File: src/sv/wcms_pkg.sv
// ----------------------------------------------------------------------------
// Windowed confidence mode switch package
// Shared item and result types, operation and register codes, reset values.
// ----------------------------------------------------------------------------
package wcms_pkg;

    localparam int unsigned FIELD_W = 7;
    localparam int unsigned THRESH_W = 9;
    localparam int unsigned FRAC_BITS = 8;

    localparam logic [1:0] OP_UPDATE = 2'd0;
    localparam logic [1:0] OP_QUERY  = 2'd1;
    localparam logic [1:0] OP_CLEAR  = 2'd2;

    localparam logic CFG_WINDOW_SIZE = 1'b0;
    localparam logic CFG_THRESHOLD   = 1'b1;

    localparam logic [FIELD_W-1:0]  WINDOW_SIZE_RESET = 7'd16;
    localparam logic [THRESH_W-1:0] THRESHOLD_RESET   = 9'd230;

    typedef struct packed {
        logic [1:0] operation;
        logic       mispredicted;
    } wcms_item_t;

    typedef struct packed {
        logic               dual_path;
        logic [FIELD_W-1:0] held_count;
        logic [FIELD_W-1:0] correct_count;
    } wcms_result_t;

endpackage

File: src/sv/windowed_confidence_mode_switch_unit.sv
// ----------------------------------------------------------------------------
// Windowed confidence mode switch
// Sliding window of branch outcome correctness with a Q1.8 accuracy threshold
// that selects dual-path execution mode.
// ----------------------------------------------------------------------------
// The unit takes one item per clock cycle while the result side does not
// stall and returns one result per item. An item is registered on entry,
// then the window, counts and mode are updated in one pass and the state
// after the item is captured in the output register; the core's state
// update, applied once per item, sets the rate.
module windowed_confidence_mode_switch_unit #(
    parameter int unsigned MAX_WINDOW = 64
) (
    input  logic                          clk,
    input  logic                          rst_n,
    input  logic                          in_valid,
    output logic                          in_stall,
    input  logic [1:0]                    operation,
    input  logic                          mispredicted,
    output logic                          out_valid,
    input  logic                          out_stall,
    output logic                          dual_path,
    output logic [wcms_pkg::FIELD_W-1:0]  held_count,
    output logic [wcms_pkg::FIELD_W-1:0]  correct_count,
    input  logic                          cfg_write_en,
    input  logic                          cfg_index,
    input  logic [wcms_pkg::THRESH_W-1:0] cfg_data
);
    import wcms_pkg::*;

    logic                  in_valid_reg;
    wcms_item_t            item_reg;
    logic                  out_valid_reg;
    wcms_result_t          result_reg;
    wcms_result_t          core_result;
    logic [FIELD_W-1:0]    window_size_reg;
    logic [THRESH_W-1:0]   threshold_reg;
    logic                  advance;
    logic                  accept;

    assign advance  = in_valid_reg && (!out_valid_reg || !out_stall);
    assign in_stall = in_valid_reg && !advance;
    assign accept   = in_valid && !in_stall;

    always_ff @(posedge clk or negedge rst_n)
    begin
        if (!rst_n)
        begin
            in_valid_reg    <= 1'b0;
            out_valid_reg   <= 1'b0;
            window_size_reg <= WINDOW_SIZE_RESET;
            threshold_reg   <= THRESHOLD_RESET;
        end
        else
        begin
            if (accept)
            begin
                in_valid_reg <= 1'b1;
            end
            else if (advance)
            begin
                in_valid_reg <= 1'b0;
            end

            if (advance)
            begin
                out_valid_reg <= 1'b1;
            end
            else if (!out_stall)
            begin
                out_valid_reg <= 1'b0;
            end

            if (cfg_write_en)
            begin
                unique case (cfg_index)
                    CFG_WINDOW_SIZE: window_size_reg <= cfg_data[FIELD_W-1:0];
                    CFG_THRESHOLD:   threshold_reg   <= cfg_data;
                    default:
                    begin
                    end
                endcase
            end
        end
    end

    always_ff @(posedge clk)
    begin
        if (accept)
        begin
            item_reg.operation    <= operation;
            item_reg.mispredicted <= mispredicted;
        end
        if (advance)
        begin
            result_reg <= core_result;
        end
    end

    wcms_core #(
        .MAX_WINDOW(MAX_WINDOW)
    ) u_core (
        .clk          (clk),
        .rst_n        (rst_n),
        .step_en      (advance),
        .item         (item_reg),
        .window_size  (window_size_reg),
        .threshold_q8 (threshold_reg),
        .result       (core_result)
    );

    assign out_valid     = out_valid_reg;
    assign dual_path     = result_reg.dual_path;
    assign held_count    = result_reg.held_count;
    assign correct_count = result_reg.correct_count;

endmodule

File: src/sv/wcms_core.sv
// ----------------------------------------------------------------------------
// Windowed confidence mode switch core
// Holds the outcome window, running counts and mode, and applies one item
// per enabled cycle, presenting the state after that item as its result.
// ----------------------------------------------------------------------------
module wcms_core #(
    parameter int unsigned MAX_WINDOW = 64
) (
    input  logic                          clk,
    input  logic                          rst_n,
    input  logic                          step_en,
    input  wcms_pkg::wcms_item_t          item,
    input  logic [wcms_pkg::FIELD_W-1:0]  window_size,
    input  logic [wcms_pkg::THRESH_W-1:0] threshold_q8,
    output wcms_pkg::wcms_result_t        result
);
    import wcms_pkg::*;

    localparam int unsigned CW = $clog2(MAX_WINDOW + 1);
    localparam int unsigned IW = (MAX_WINDOW > 1) ? $clog2(MAX_WINDOW) : 1;
    localparam int unsigned WW = ((CW > FIELD_W) ? CW : FIELD_W) + 1;
    localparam int unsigned PW = CW + THRESH_W;

    logic [MAX_WINDOW-1:0] hist_reg;
    logic [MAX_WINDOW-1:0] hist_next;
    logic [CW-1:0]         held_reg;
    logic [CW-1:0]         held_next;
    logic [CW-1:0]         corr_reg;
    logic [CW-1:0]         corr_next;
    logic                  dual_reg;
    logic                  dual_next;

    logic [WW-1:0]         win_ext;
    logic [CW-1:0]         held_d;
    logic [CW-1:0]         corr_d;
    logic [MAX_WINDOW-1:0] hist_d;
    logic                  do_push;
    logic                  correct;
    logic [PW-1:0]         lhs;
    logic [PW-1:0]         rhs;
    logic                  meets;

    assign correct = ~item.mispredicted;

    always_comb
    begin
        if (WW'(window_size) > WW'(MAX_WINDOW))
        begin
            win_ext = WW'(MAX_WINDOW);
        end
        else
        begin
            win_ext = WW'(window_size);
        end

        held_d  = held_reg;
        corr_d  = corr_reg;
        hist_d  = hist_reg;
        do_push = 1'b1;
        if (WW'(held_reg) + WW'(1) > win_ext)
        begin
            if (held_reg == '0)
            begin
                do_push = 1'b0;
            end
            else
            begin
                hist_d = hist_reg >> 1;
                held_d = held_reg - CW'(1);
                if (hist_reg[0])
                begin
                    corr_d = corr_reg - CW'(1);
                end
            end
        end

        hist_next = hist_reg;
        held_next = held_reg;
        corr_next = corr_reg;
        unique case (item.operation)
            OP_UPDATE:
            begin
                hist_next = hist_d;
                held_next = held_d;
                corr_next = corr_d;
                if (do_push)
                begin
                    hist_next[held_d[IW-1:0]] = correct;
                    held_next = held_d + CW'(1);
                    corr_next = corr_d + CW'(correct);
                end
            end
            OP_CLEAR:
            begin
                held_next = '0;
                corr_next = '0;
            end
            default:
            begin
            end
        endcase

        lhs   = PW'({corr_next, {FRAC_BITS{1'b0}}});
        rhs   = PW'(threshold_q8) * PW'(held_next);
        meets = (lhs >= rhs);

        unique case (item.operation)
            OP_UPDATE: dual_next = ~meets;
            OP_QUERY:  dual_next = (held_reg == '0) ? 1'b1 : ~meets;
            OP_CLEAR:  dual_next = 1'b1;
            default:   dual_next = dual_reg;
        endcase
    end

    always_ff @(posedge clk or negedge rst_n)
    begin
        if (!rst_n)
        begin
            held_reg <= '0;
            corr_reg <= '0;
            dual_reg <= 1'b1;
        end
        else if (step_en)
        begin
            held_reg <= held_next;
            corr_reg <= corr_next;
            dual_reg <= dual_next;
        end
    end

    always_ff @(posedge clk)
    begin
        if (step_en)
        begin
            hist_reg <= hist_next;
        end
    end

    assign result.dual_path     = dual_next;
    assign result.held_count    = FIELD_W'(held_next);
    assign result.correct_count = FIELD_W'(corr_next);

endmodule

File: config.mk
export PLATFORM = sky130hd
export DESIGN_NAME = windowed_confidence_mode_switch_unit
export DESIGN_NICKNAME = d
export VERILOG_FILES = /design/src/sv/wcms_pkg.sv /design/src/sv/windowed_confidence_mode_switch_unit.sv /design/src/sv/wcms_core.sv
export SDC_FILE = /design/constraint.sdc
export NUM_CORES = 1
export LEC_CHECK = 0
export ABC_AREA = 0
export BUFFER_PORTS_ARGS = -buffer_cell sky130_fd_sc_hd__buf_4
export CAP_MARGIN = 20
export CORE_UTILIZATION = 65
export DETAILED_ROUTE_END_ITERATION = 12
export PLACE_DENSITY = 0.88
export RECOVER_POWER = 50
export SYNTH_ARGS = -nofsm -noshare
export SYNTH_HDL_FRONTEND = slang
export SYNTH_SLANG_ARGS = --single-unit
File: constraint.sdc
create_clock -name clk -period 16.4 [get_ports clk]
set_input_delay 3.28 -clock clk [delete_from_list [all_inputs] [get_ports clk]]
set_output_delay 3.28 -clock clk [all_outputs]
set_load 0.05 [all_outputs]
Word level (Yosys, flattened, before mapping) --
Index checks and enable logic that the tools add are counted.
Cells by class: reductions and logical operators 15, div/mod/pow operators 0, multiplexer cells 24, shift operators 0, add/sub/neg operators 5, bitwise gates (word level) 3, equality and inequality tests 3, multipliers 1, $lt $le $gt $ge 5
Operators with widths (count):
- $mux 64 | 3
- $bwmux 64 | 1
- $mux 7 | 8
- $pmux 7 s2 | 2
- $ge 15x16->1 | 1
- $mul 9x7->16 | 1
- $sub 7x1->7 const B | 2
- $add 7x1->8 const B | 1
- $gt 8x7->1 | 1
- $mux 1 | 8
- $add 7x1->7 | 1
- $add 7x1->7 const B | 1
- $gt 7x7->1 const B | 1
- $logic_not 7->1 | 1
- $lt 6x7->1 const B | 1
- $demux 1 s6 | 1
- $ge 6x1->1 const B | 1
- $reduce_and 2->1 | 3
- $logic_and 1x1->1 | 4
- $logic_not 1->1 | 4
- $not 1->1 | 3
- $pmux 1 s3 | 1
- $eq 2x1->1 const B | 1
- $eq 2x2->1 const B | 1
- 4 further kinds | 4
Storage, ports and cells: bits in writable memories 0, memory bits (read-only) 0, register bits 115, output and inout bits 17, memories kept 0, bits in latches 0, input port bits 18

Logic depth before layout (Yosys ltp) --
Gate-level depths: netlist of the first run.
depth in word-level cells 12, gate-level depth with buffers 42

By module --
A second synthesis of the first run with hierarchy kept.
Second synthesis, totals: cells, all modules 957, area, all modules 9150.0 µm²
By module, submodules not included:
- wcms_core | area an instance 7885.1 µm², times used 1, cells an instance 896
- windowed_confidence_mode_switch_unit | area an instance 1265.0 µm², times used 1, cells an instance 61

Least setup slack after synthesis of the first run --
OpenSTA, ideal clock, no wires.
path type reg-to-reg, from register u_core.held_reg[2], to register result_reg, in the netlist dual_path, data pin, required time 16.148 ns, cell stages (with the launch flop) 38, buffers on the path 3, library setup time 0.252 ns, data arrival time 9.049 ns, slack 7.099 ns, cells stage by stage dfrtp_1 > clkbuf_1 > nand3_1 > nor2_1 > xor2_1 > ha_1 > and3_4 > nand2_2 > o211ai_1 > a21oi_1 > clkbuf_1 > clkbuf_1 > xnor2_1 > ha_1 > nand4_1 > o211a_1 > or4_4 > mux2_4 > (+2 left out) > fa_1 > inv_1 > fa_1 > inv_1 > fa_1 > inv_1 > ha_1 > a2111o_1 > a31oi_1 > nor2b_1 > o21a_1 > o41ai_1 > xor2_1 > ha_1 > nand3_1 > a221oi_1 > o211a_1 > nor2_1
RTL lines:
- start: declaration | RTL line wcms_core.sv:26 | logic [CW-1:0] held_reg;
- start signal: assignment | RTL line wcms_core.sv:125 | held_reg <= held_next;
- end signal: assignment | RTL line windowed_confidence_mode_switch_unit.sv:96 | result_reg <= core_result;
- end: declaration | RTL line windowed_confidence_mode_switch_unit.sv:34 | wcms_result_t result_reg;

==> impl_metrics.json, run 1 <==
{
  "placed_cell_area_sq_um": 9570,
  "n_antenna_cell": 0,
  "holdPathStages": 1,
  "routed_wl_microns": 22100,
  "start_kind": "register",
  "r2r-start": "u_core.held_reg[1]",
  "syn_area_per_cell_sq_um": 10.1,
  "yosys.area_share.adder_pct": 14.7,
  "vias_per_cell": 6.55,
  "ys_warn_count": 0,
  "synthToLayoutAreaGrowth_pct": 8.64,
  "detail_route.wl_per_cell_microns": 19.7,
  "synth_common_cells": "mux2i_1, edfxtp_1, nand2_1, nor2_1, ha_1",
  "grt_max_degree": 66,
  "cts_num_sinks": 115,
  "synth_top_area_share_pct": 26.7,
  "dieHeight_microns": 121,
  "hpwl_microns": 15500,
  "min-delay-start": "in_valid_reg",
  "ff2ff_path_depth": 37,
  "synth-simple-area-share_pct": 15.2,
  "gp_congestion": 0.987,
  "max_stage_delay_ns": 2.58,
  "hold_viol": 0,
  "pin_count": 35,
  "finalNetCount": 1033,
  "drv_slew": 67,
  "grt_use_total_pct": 32.0,
  "skew_ns": 0.00922,
  "setup_viol": 0,
  "antenna_found_initial": 0,
  "grt_pass1_vias": 7207,
  "largest_reg_flops": 64,
  "r2r_slack_ns": 3.77,
  "num_rows": 43,
  "p_leak_nw": 4.26,
  "synth_nets": 1016,
  "cts_resized": 0,
  "dieArea_sq_um": 14700,
  "drv_cap": 2,
  "synth_xor_area_share_pct": 2.56,
  "netlist_top_cells_area": "edfxtp_1, mux2i_1, fa_1",
  "violations": "max-capacitance violations, max-slew violations",
  "cts_setup_buffers": 0,
  "cts.clk_slew.worst_paths_ns": 0.06,
  "fmax_mhz": 79.2,
  "synth.cell_area_sq_um": 9240,
  "drive_gt1_share_pct": 10.6,
  "die_width_microns": 121,
  "root_buffer": "clkbuf_16",
  "synth_edf_count": 82,
  "async_reset_ff_share_pct": 28.7,
  "post-route-min-period_ns": 12.63,
  "clockBufferDepth": 2,
  "required_ns": 16.58,
  "status": "finished with violations",
  "synth_cells": 910,
  "ys_types": 81,
  "critPathSlowestCell": "o21ai_0",
  "numCtsBuffers": 17,
  "worst-path-max-fanout": 38,
  "cts_tree": "done",
  "cts_hold_buf": 0,
  "grt_first_pass_wirelength_microns": 35800,
  "synth_most_common_cell": "mux2i_1",
  "finalCritPeriodShare_pct": 77.0,
  "yosysTopAreaCell": "edfxtp_1",
  "initial_core_util_pct": 66.5,
  "synth-seq-cells": 115,
  "min_to": "out_valid",
  "r2r-end": "dual_path",
  "critical_path_class": "register to register",
  "ir_worst_vdd_mv": 0.111,
  "fin_setup_tns_ns": 0,
  "htree_levels": 4,
  "core-area_sq_um": 13900,
  "ant_nets": 0,
  "ys_seq_area_share_pct": 35.7,
  "synth_ff_type": "edfxtp_1",
  "worst_pin_slew_ns": 3.41,
  "synth-compound-area-share_pct": 15.4,
  "hp-class": "register to register",
  "crit_top_cell": "ha_1",
  "drcViolationCount": 0,
  "synthMuxAreaShare_pct": 12.2,
  "dr.pass1.iters": 6,
  "relSlewSlack_pct": -130,
  "drt_iter0_drc": 853,
  "synth_top_family_by_area": "compound AO/OA/AOI/OAI gates",
  "arrival_ns": 12.81,
  "crit_path_end_kind": "register",
  "stdcell_area_sq_um": 10000,
  "rsz0062_at_grt": "false",
  "vias": 7332,
  "portBuffers": 34,
  "overflow": 0,
  "powerDensity_nw_per_um2": 170,
  "worstSkewPairLatency_ns": 0.43
}
[metal layers]
| layer | up-vias | global-route usage [%] | routed length, microns |
|---|---|---|---|
| met4 | 0 | 12.9 | 531 |
| met1 | 3566 | 43.7 | 9480 |
| met2 | 342 | 50.2 | 10400 |
| li1 | 3368 | - | - |
| met5 | - | 0 | 0 |
| met3 | 56 | 6.30 | 1700 |
[how the worst max path moves through the flow]
stage,startpoint,end,slack (ns),cells past startpoint
5_1_grt,u_core.held_reg[0],dual_path,2.57,36
4_1_cts,u_core.held_reg[0],dual_path,5.96,37
6_report,u_core.held_reg[1],dual_path,3.77,37
3_3_place_gp,u_core.held_reg[0],dual_path,6.23,37
2_1_floorplan,u_core.held_reg[2],dual_path,7.10,37
3_5_place_dp,u_core.held_reg[0],dual_path,6.06,37
[layout by cell type (no fill, tap or decap), drive strengths merged, types with 10 or more instances in the layout]
cell | Yosys | layout
mux2 | 18 | 18
xor2 | 10 | 10
clkbuf | 27 | 40
fa | 34 | 34
nor2 | 71 | 71
nor3 | 16 | 16
xnor2 | 17 | 17
a31oi | 23 | 23
o21ai | 40 | 40
nand2 | 77 | 77
ha | 54 | 54
and2 | 44 | 44
a221oi | 21 | 21
a21boi | 26 | 26
nand3 | 25 | 25
edfxtp | 82 | 82
buf | 14 | 17
mux2i | 90 | 90
dfrtp | 26 | 26
inv | 54 | 55
a21oi | 24 | 24
[critical path: cells and delay by family, from the launching register on]
kind | cells | cell delay [ns]
DFF | 1 | 0.53
xor gates and xnor gates | 2 | 0.22
adders and majority gates | 9 | 3.58
and+or+nand+nor | 10 | 1.73
buffers and inverters | 4 | 0.96
muxes | 1 | 0.34
AOI/OAI and AO/OA | 11 | 5.01
[power breakdown]
group | switching (mW) | internal [mW] | total, mW
registers | 0.0500 | 0.376 | 0.426
clock network | 0.138 | 0.221 | 0.360
logic | 0.580 | 0.337 | 0.917
total | 0.768 | 0.934 | 1.70
[metrics by stage]
| step | std cells | utilization [%] | total power [mW] | worst slack [ns] | hold slack (ns) |
|---|---|---|---|---|---|
| global route | 1120 | 72.3 | 1.81 | 2.57 | 0.524 |
| CTS | 1120 | 73.0 | 1.70 | 5.96 | 0.498 |
| finish | 1120 | 72.3 | 1.70 | 3.77 | 0.490 |
| detailed placement | 1088 | 68.9 | 1.34 | 6.06 | 0.489 |
| floorplan | 910 | - | 1.13 | 7.10 | 0.457 |
| global placement | 1088 | 68.9 | 1.30 | 6.23 | 0.482 |
[area by class of cell]
| class | count | area, sq um |
|---|---|---|
| multi-input cells | 698 | 5510 |
| well taps | 180 | 225 |
| repair buffers | 39 | 225 |
| clock buffers | 18 | 429 |
| flip-flops and latches | 115 | 3300 |
| clock inverters | 14 | 139 |
| inverters | 56 | 211 |
| fillers | 1031 | 3850 |
[cells by family after synthesis]
logic type / Yosys count
buf+inv: 97
flops: 115
xor+xnor: 27
mux: 108
compound gates: 199
simple gates: 276
fa+ha+maj: 88
Power figures use the tool's default switching activity.
==> run 2, diff against run 1 <==
--- a/config.mk
+++ b/config.mk
@@ -8,9 +8,9 @@
 export ABC_AREA = 0
 export BUFFER_PORTS_ARGS = -buffer_cell sky130_fd_sc_hd__buf_4
 export CAP_MARGIN = 20
-export CORE_UTILIZATION = 65
+export CORE_UTILIZATION = 64
 export DETAILED_ROUTE_END_ITERATION = 12
-export PLACE_DENSITY = 0.88
+export PLACE_DENSITY = 0.87
 export RECOVER_POWER = 50
 export SYNTH_ARGS = -nofsm -noshare
 export SYNTH_HDL_FRONTEND = slang
==> constraint.sdc (replaced) <==
create_clock -name clk -period 12.2 [get_ports clk]
set_input_delay 2.44 -clock clk [delete_from_list [all_inputs] [get_ports clk]]
set_output_delay 2.44 -clock clk [all_outputs]
set_load 0.05 [all_outputs]
==> run 2 against run 1 <==
Effect of this change:
- largest cell class unchanged
- critical endpoint unchanged
- the run still ends with max-capacitance violations, max-slew violations left
- sequential share of layout area fell by 0.29 points
- setup slack got worse by 1.3 ns
- global-route usage fell by 0.39 points
==> impl_metrics.json, run 2 (same netlist as run 1, synthesis figures left out) <==
{
  "use_met1_pct": 43.6,
  "post-route-min-period_ns": 9.72,
  "final_common_cell": "mux2i_1",
  "grt_use_met2_pct": 47.9,
  "skew_ns": 0.00977,
  "r2r-start": "u_core.held_reg[0]",
  "drt_iter0_drc": 932,
  "stdcell_count": 1119,
  "drive_gt1_share_pct": 10.4,
  "holdPathStages": 1,
  "n_antenna_cell": 0,
  "grt_max_degree": 68,
  "dpl.cell_count": 1087,
  "r2r_slack_ns": 2.48,
  "detail_route.wl_per_cell_microns": 19.9,
  "required_ns": 12.38,
  "numCtsBuffers": 17,
  "htree_levels": 4,
  "rsz0062_at_grt": "false",
  "drcViolationCount": 0,
  "overflow": 0,
  "grt_pass1_vias": 7160,
  "routed_wl_microns": 22300,
  "arrival_ns": 9.90,
  "fin_setup_tns_ns": 0,
  "worst-path-max-fanout": 67,
  "gp_congestion": 0.919,
  "busiest_layer": "met2",
  "powerDensity_nw_per_um2": 235,
  "crit_path_end_kind": "register",
  "cts_hold_buf": 0,
  "critical_path_class": "register to register",
  "worst_pin_slew_ns": 3.52,
  "relSlewSlack_pct": -135,
  "dieHeight_microns": 122,
  "layout_common_cells": "mux2i_1, edfxtp_1, nand2_1",
  "grt_first_pass_wirelength_microns": 36100,
  "setup_viol": 0,
  "multi_input_area_sq_um": 5520,
  "hold_viol": 0,
  "status": "finished with violations",
  "num_rows": 43,
  "fmax_mhz": 103,
  "start_kind": "register",
  "max_stage_delay_ns": 0.64,
  "r2r-end": "dual_path",
  "portBuffers": 34,
  "vias_per_cell": 6.55,
  "finalCritPeriodShare_pct": 79.7,
  "cts.clk_slew.worst_paths_ns": 0.06,
  "core-area_sq_um": 14000,
  "synthToLayoutAreaGrowth_pct": 9.61,
  "cp-startpoint": "u_core.held_reg[0]",
  "drv_slew": 100,
  "nFillCells": 1017,
  "violations": "max-capacitance violations, max-slew violations",
  "drv_cap": 2,
  "antenna_found_initial": 0,
  "cts_num_sinks": 115,
  "die_width_microns": 122,
  "crit_path_end": "dual_path",
  "initial_core_util_pct": 66.0,
  "ff2ff_path_depth": 33,
  "grt_use_total_pct": 31.6,
  "hpwl_microns": 15100,
  "seq_area_sq_um": 3300,
  "largest_reg_flops": 64,
  "hp-class": "register to register",
  "root_buffer": "clkbuf_16",
  "worstSkewPairLatency_ns": 0.43,
  "cts_setup_buffers": 0,
  "ir_worst_vdd_mv": 0.152,
  "p_leak_nw": 4.31,
  "vias": 7333,
  "pin_count": 35,
  "clockBufferDepth": 2,
  "grt_use_met3_pct": 7.58,
  "finalNetCount": 1032,
  "dr.pass1.iters": 6,
  "critPathSlowestCell": "or4_4",
  "ant_nets": 0,
  "cts_resized": 0,
  "cts_tree": "done",
  "dieArea_sq_um": 14900
}
## run 2: changes by cell type in the layout (fill, tap and decap cells not counted), sizes merged
| cell | before | now |
|---|---|---|
| clkbuf | 40 | 43 |
| inv | 55 | 53 |
| clkinvlp | 6 | 0 |
| clkinv | 7 | 9 |
| buf | 17 | 15 |
| bufinv | 2 | 6 |
## run 2: cell type report
class                      instances  area share, %
tap                              180           2.22
sequential                       115           32.6
multi-input combinational        698           54.6
inverter                          56           2.09
clock buffer                      20           4.31
clock inverter                    12           2.08
timing repair buffer              38           2.15
## run 2: worst min path at each step
stage               slack, ns                  to                from
global route             0.54  window_size_reg[2]  window_size_reg[2]
floorplan                0.46           out_valid        in_valid_reg
detailed placement       0.48           out_valid        in_valid_reg
CTS                      0.49           out_valid        in_valid_reg
finish                   0.50           out_valid        in_valid_reg
global placement         0.48           out_valid        in_valid_reg
## run 2: critical path: cells and delay by family (launching register included)
| family | cells | cell delay (ns) |
|---|---|---|
| AOI/OAI and AO/OA | 10 | 2.85 |
| xor gates and xnor gates | 2 | 0.29 |
| adders and majority gates | 8 | 3.30 |
| buffers and inverters | 4 | 0.56 |
| DFF | 1 | 0.56 |
| muxes | 1 | 0.34 |
| and+or+nand+nor | 8 | 1.58 |
## run 2: power breakdown
| part | total (mW) | leakage [nW] | internal, mW | switching, mW |
|---|---|---|---|---|
| clock network | 0.558 | 0.314 | 0.380 | 0.178 |
| logic | 1.25 | 2.83 | 0.454 | 0.796 |
| registers | 0.573 | 1.16 | 0.506 | 0.0671 |
| total | 2.38 | 4.31 | 1.34 | 1.04 |
## run 2: metrics by stage
stage | setup WS (ns) | utilization, % | cell area [sq um] | total power [mW] | hold WS [ns]
2_1_floorplan | 2.90 | - | 9240 | 1.52 | 0.457
3_3_place_gp | 2.84 | 68.3 | 9560 | 1.76 | 0.485
3_5_place_dp | 2.68 | 68.3 | 9560 | 1.80 | 0.485
4_1_cts | 2.62 | 73.0 | 10200 | 2.37 | 0.494
5_1_grt | 1.82 | 72.4 | 10100 | 2.52 | 0.537
6_report | 2.48 | 72.4 | 10100 | 2.38 | 0.495
## run 2: per-layer routing
layer / vias to the layer above / part of all wire, %
met5: - / 0
met4: 0 / 2.6
met3: 67 / 8.7
li1: 3368 / -
met1: 3516 / 43
met2: 382 / 46
==> run 3, diff against run 2 <==
==> constraint.sdc (replaced) <==
create_clock -name clk -period 9.65 [get_ports clk]
set_input_delay 1.93 -clock clk [delete_from_list [all_inputs] [get_ports clk]]
set_output_delay 1.93 -clock clk [all_outputs]
set_load 0.05 [all_outputs]
==> run 3 against run 2 <==
Effect of this change:
- the run still ends with max-capacitance violations, max-slew violations left
- setup slack lost 2.0 ns
- clock-buffer cell count shrank 1
- maximum frequency rose by 6.0%
- critical endpoint unchanged
- largest power group unchanged
==> impl_metrics.json, run 3 (same netlist as run 1, synthesis figures left out) <==
{
  "critical_path_class": "register to register",
  "powerDensity_nw_per_um2": 293,
  "vias": 7464,
  "fin_setup_tns_ns": 0,
  "finalCritPeriodShare_pct": 95.0,
  "crit_path_end_kind": "register",
  "hpwl_microns": 15400,
  "grt_first_pass_wirelength_microns": 36200,
  "stdcell_area_sq_um": 10200,
  "core-area_sq_um": 14000,
  "setup_viol": 0,
  "fmax_mhz": 109,
  "num_rows": 43,
  "worst-path-max-fanout": 9,
  "drive_gt1_share_pct": 12.8,
  "critPathSlowestCell": "a2bb2oi_1",
  "finalNetCount": 1043,
  "hp-class": "register to register",
  "drv_slew": 34,
  "rsz0062_at_grt": "false",
  "worstSkewPairLatency_ns": 0.42,
  "die_width_microns": 122,
  "post-route-min-period_ns": 9.17,
  "dp_slack_ns": 0.336,
  "hold_viol": 0,
  "final_common_cell": "mux2i_1",
  "largest_reg_flops": 64,
  "grt_pass1_vias": 7107,
  "numCtsBuffers": 17,
  "grt_use_total_pct": 32.0,
  "n_antenna_cell": 0,
  "arrival_ns": 9.34,
  "p_total_mw": 2.97,
  "ir_worst_vdd_mv": 0.211,
  "gp_congestion": 0.951,
  "cts_num_sinks": 115,
  "placed_cell_area_sq_um": 9620,
  "dieArea_sq_um": 14900,
  "skew_ns": 0.00846,
  "vias_per_cell": 6.61,
  "htree_levels": 4,
  "start_kind": "register",
  "dieHeight_microns": 122,
  "portBuffers": 34,
  "required_ns": 9.82,
  "detail_route.wl_per_cell_microns": 20.2,
  "cts_tree": "done",
  "relSlewSlack_pct": -31.7,
  "drt_iter0_drc": 836,
  "cts.clk_slew.worst_paths_ns": 0.06,
  "stdcell_count": 1130,
  "path_buf_inv": 3,
  "overflow": 0,
  "worst_pin_slew_ns": 1.98,
  "worst_slack_ns": 0.480,
  "clockBufferDepth": 2,
  "root_buffer": "clkbuf_16",
  "grt_max_degree": 66,
  "p_leak_nw": 4.33,
  "max_stage_delay_ns": 0.83,
  "dr.pass1.iters": 8,
  "pin_count": 35,
  "antenna_found_initial": 0,
  "drcViolationCount": 0,
  "ant_nets": 0,
  "layout_common_cells": "mux2i_1, edfxtp_1, nand2_1",
  "path_delay_family": "adder cells",
  "drv_cap": 1,
  "violations": "max-capacitance violations, max-slew violations",
  "routed_wl_microns": 22900,
  "synthToLayoutAreaGrowth_pct": 10.1,
  "status": "finished with violations",
  "dpl.cell_count": 1095,
  "cts_hold_buf": 0,
  "initial_core_util_pct": 66.0
}
run 3: cell count changes in the layout (fill, tap and decap cells not counted), moves of 2 or more:
cell	previous run	this run
inv_6	0	2
dfrtp_1	26	24
clkinv_2	3	5
dfrtp_2	0	2
bufinv_16	6	2
clkinvlp_4	0	3
buf_4	15	26
clkinv_1	5	2
clkbuf_1	21	19
run 3: layer usage:
| metal | part of all wire [%] | track usage, % | routed length (microns) | vias to the layer above |
|---|---|---|---|---|
| li1 | - | - | - | 3402 |
| met1 | 42 | 44.1 | 9500 | 3574 |
| met2 | 45 | 48.0 | 10400 | 414 |
| met3 | 10 | 9.27 | 2390 | 74 |
| met4 | 2.7 | 11.5 | 617 | 0 |
| met5 | 0 | 0 | 0 | - |
run 3: cell type report:
cell class                 instances  area, sq um
multi-input combinational        698         5560
fill                             998         3820
tap                              180          225
inverter                          56          211
timing repair buffer              49          300
clock buffer                      19          443
sequential                       115         3300
clock inverter                    13          133
run 3: worst reg2reg max path: cells and delay by family (launching register included):
kind | cells | cell delay [ns]
and+or+nand+nor | 8 | 1.42
xor gates and xnor gates | 2 | 0.25
AOI/OAI and AO/OA | 10 | 2.95
muxes | 1 | 0.32
buffers and inverters | 3 | 0.15
DFF | 1 | 0.47
adders and majority gates | 8 | 3.34
run 3: timing repair:
action	4_1_cts	5_1_grt
endpoints found under the setup margin	0	2
gates resized for setup	0	9
setup buffers	0	3
run 3: final timing paths:
| check | slack, ns | end | cells past startpoint | from |
|---|---|---|---|---|
| hold reg to reg | 0.49 | out_valid | 1 | in_valid_reg |
| setup reg to reg | 0.48 | dual_path | 32 | u_core.held_reg[1] |
| max in group asynchronous | 6.29 | u_core.held_reg[0] | 1 | rst_n |
| hold / removal | 0.49 | out_valid | 1 | in_valid_reg |
| min in group asynchronous | 2.07 | u_core.corr_reg[5] | 1 | rst_n |
| setup / recovery | 0.48 | dual_path | 32 | u_core.held_reg[1] |
run 3: metrics by stage:
step                utilization, %  hold slack, ns
floorplan                        -           0.457
global placement              68.8           0.481
detailed placement            68.8           0.484
CTS                           72.9           0.497
global route                  72.7           0.516
finish                        72.7           0.494
run 3: power breakdown:
group / internal, mW / leakage, nW / switching [mW]
Clock: 0.385 / 0.277 / 0.238
Sequential: 0.640 / 1.16 / 0.0757
Combinational: 0.600 / 2.89 / 1.04
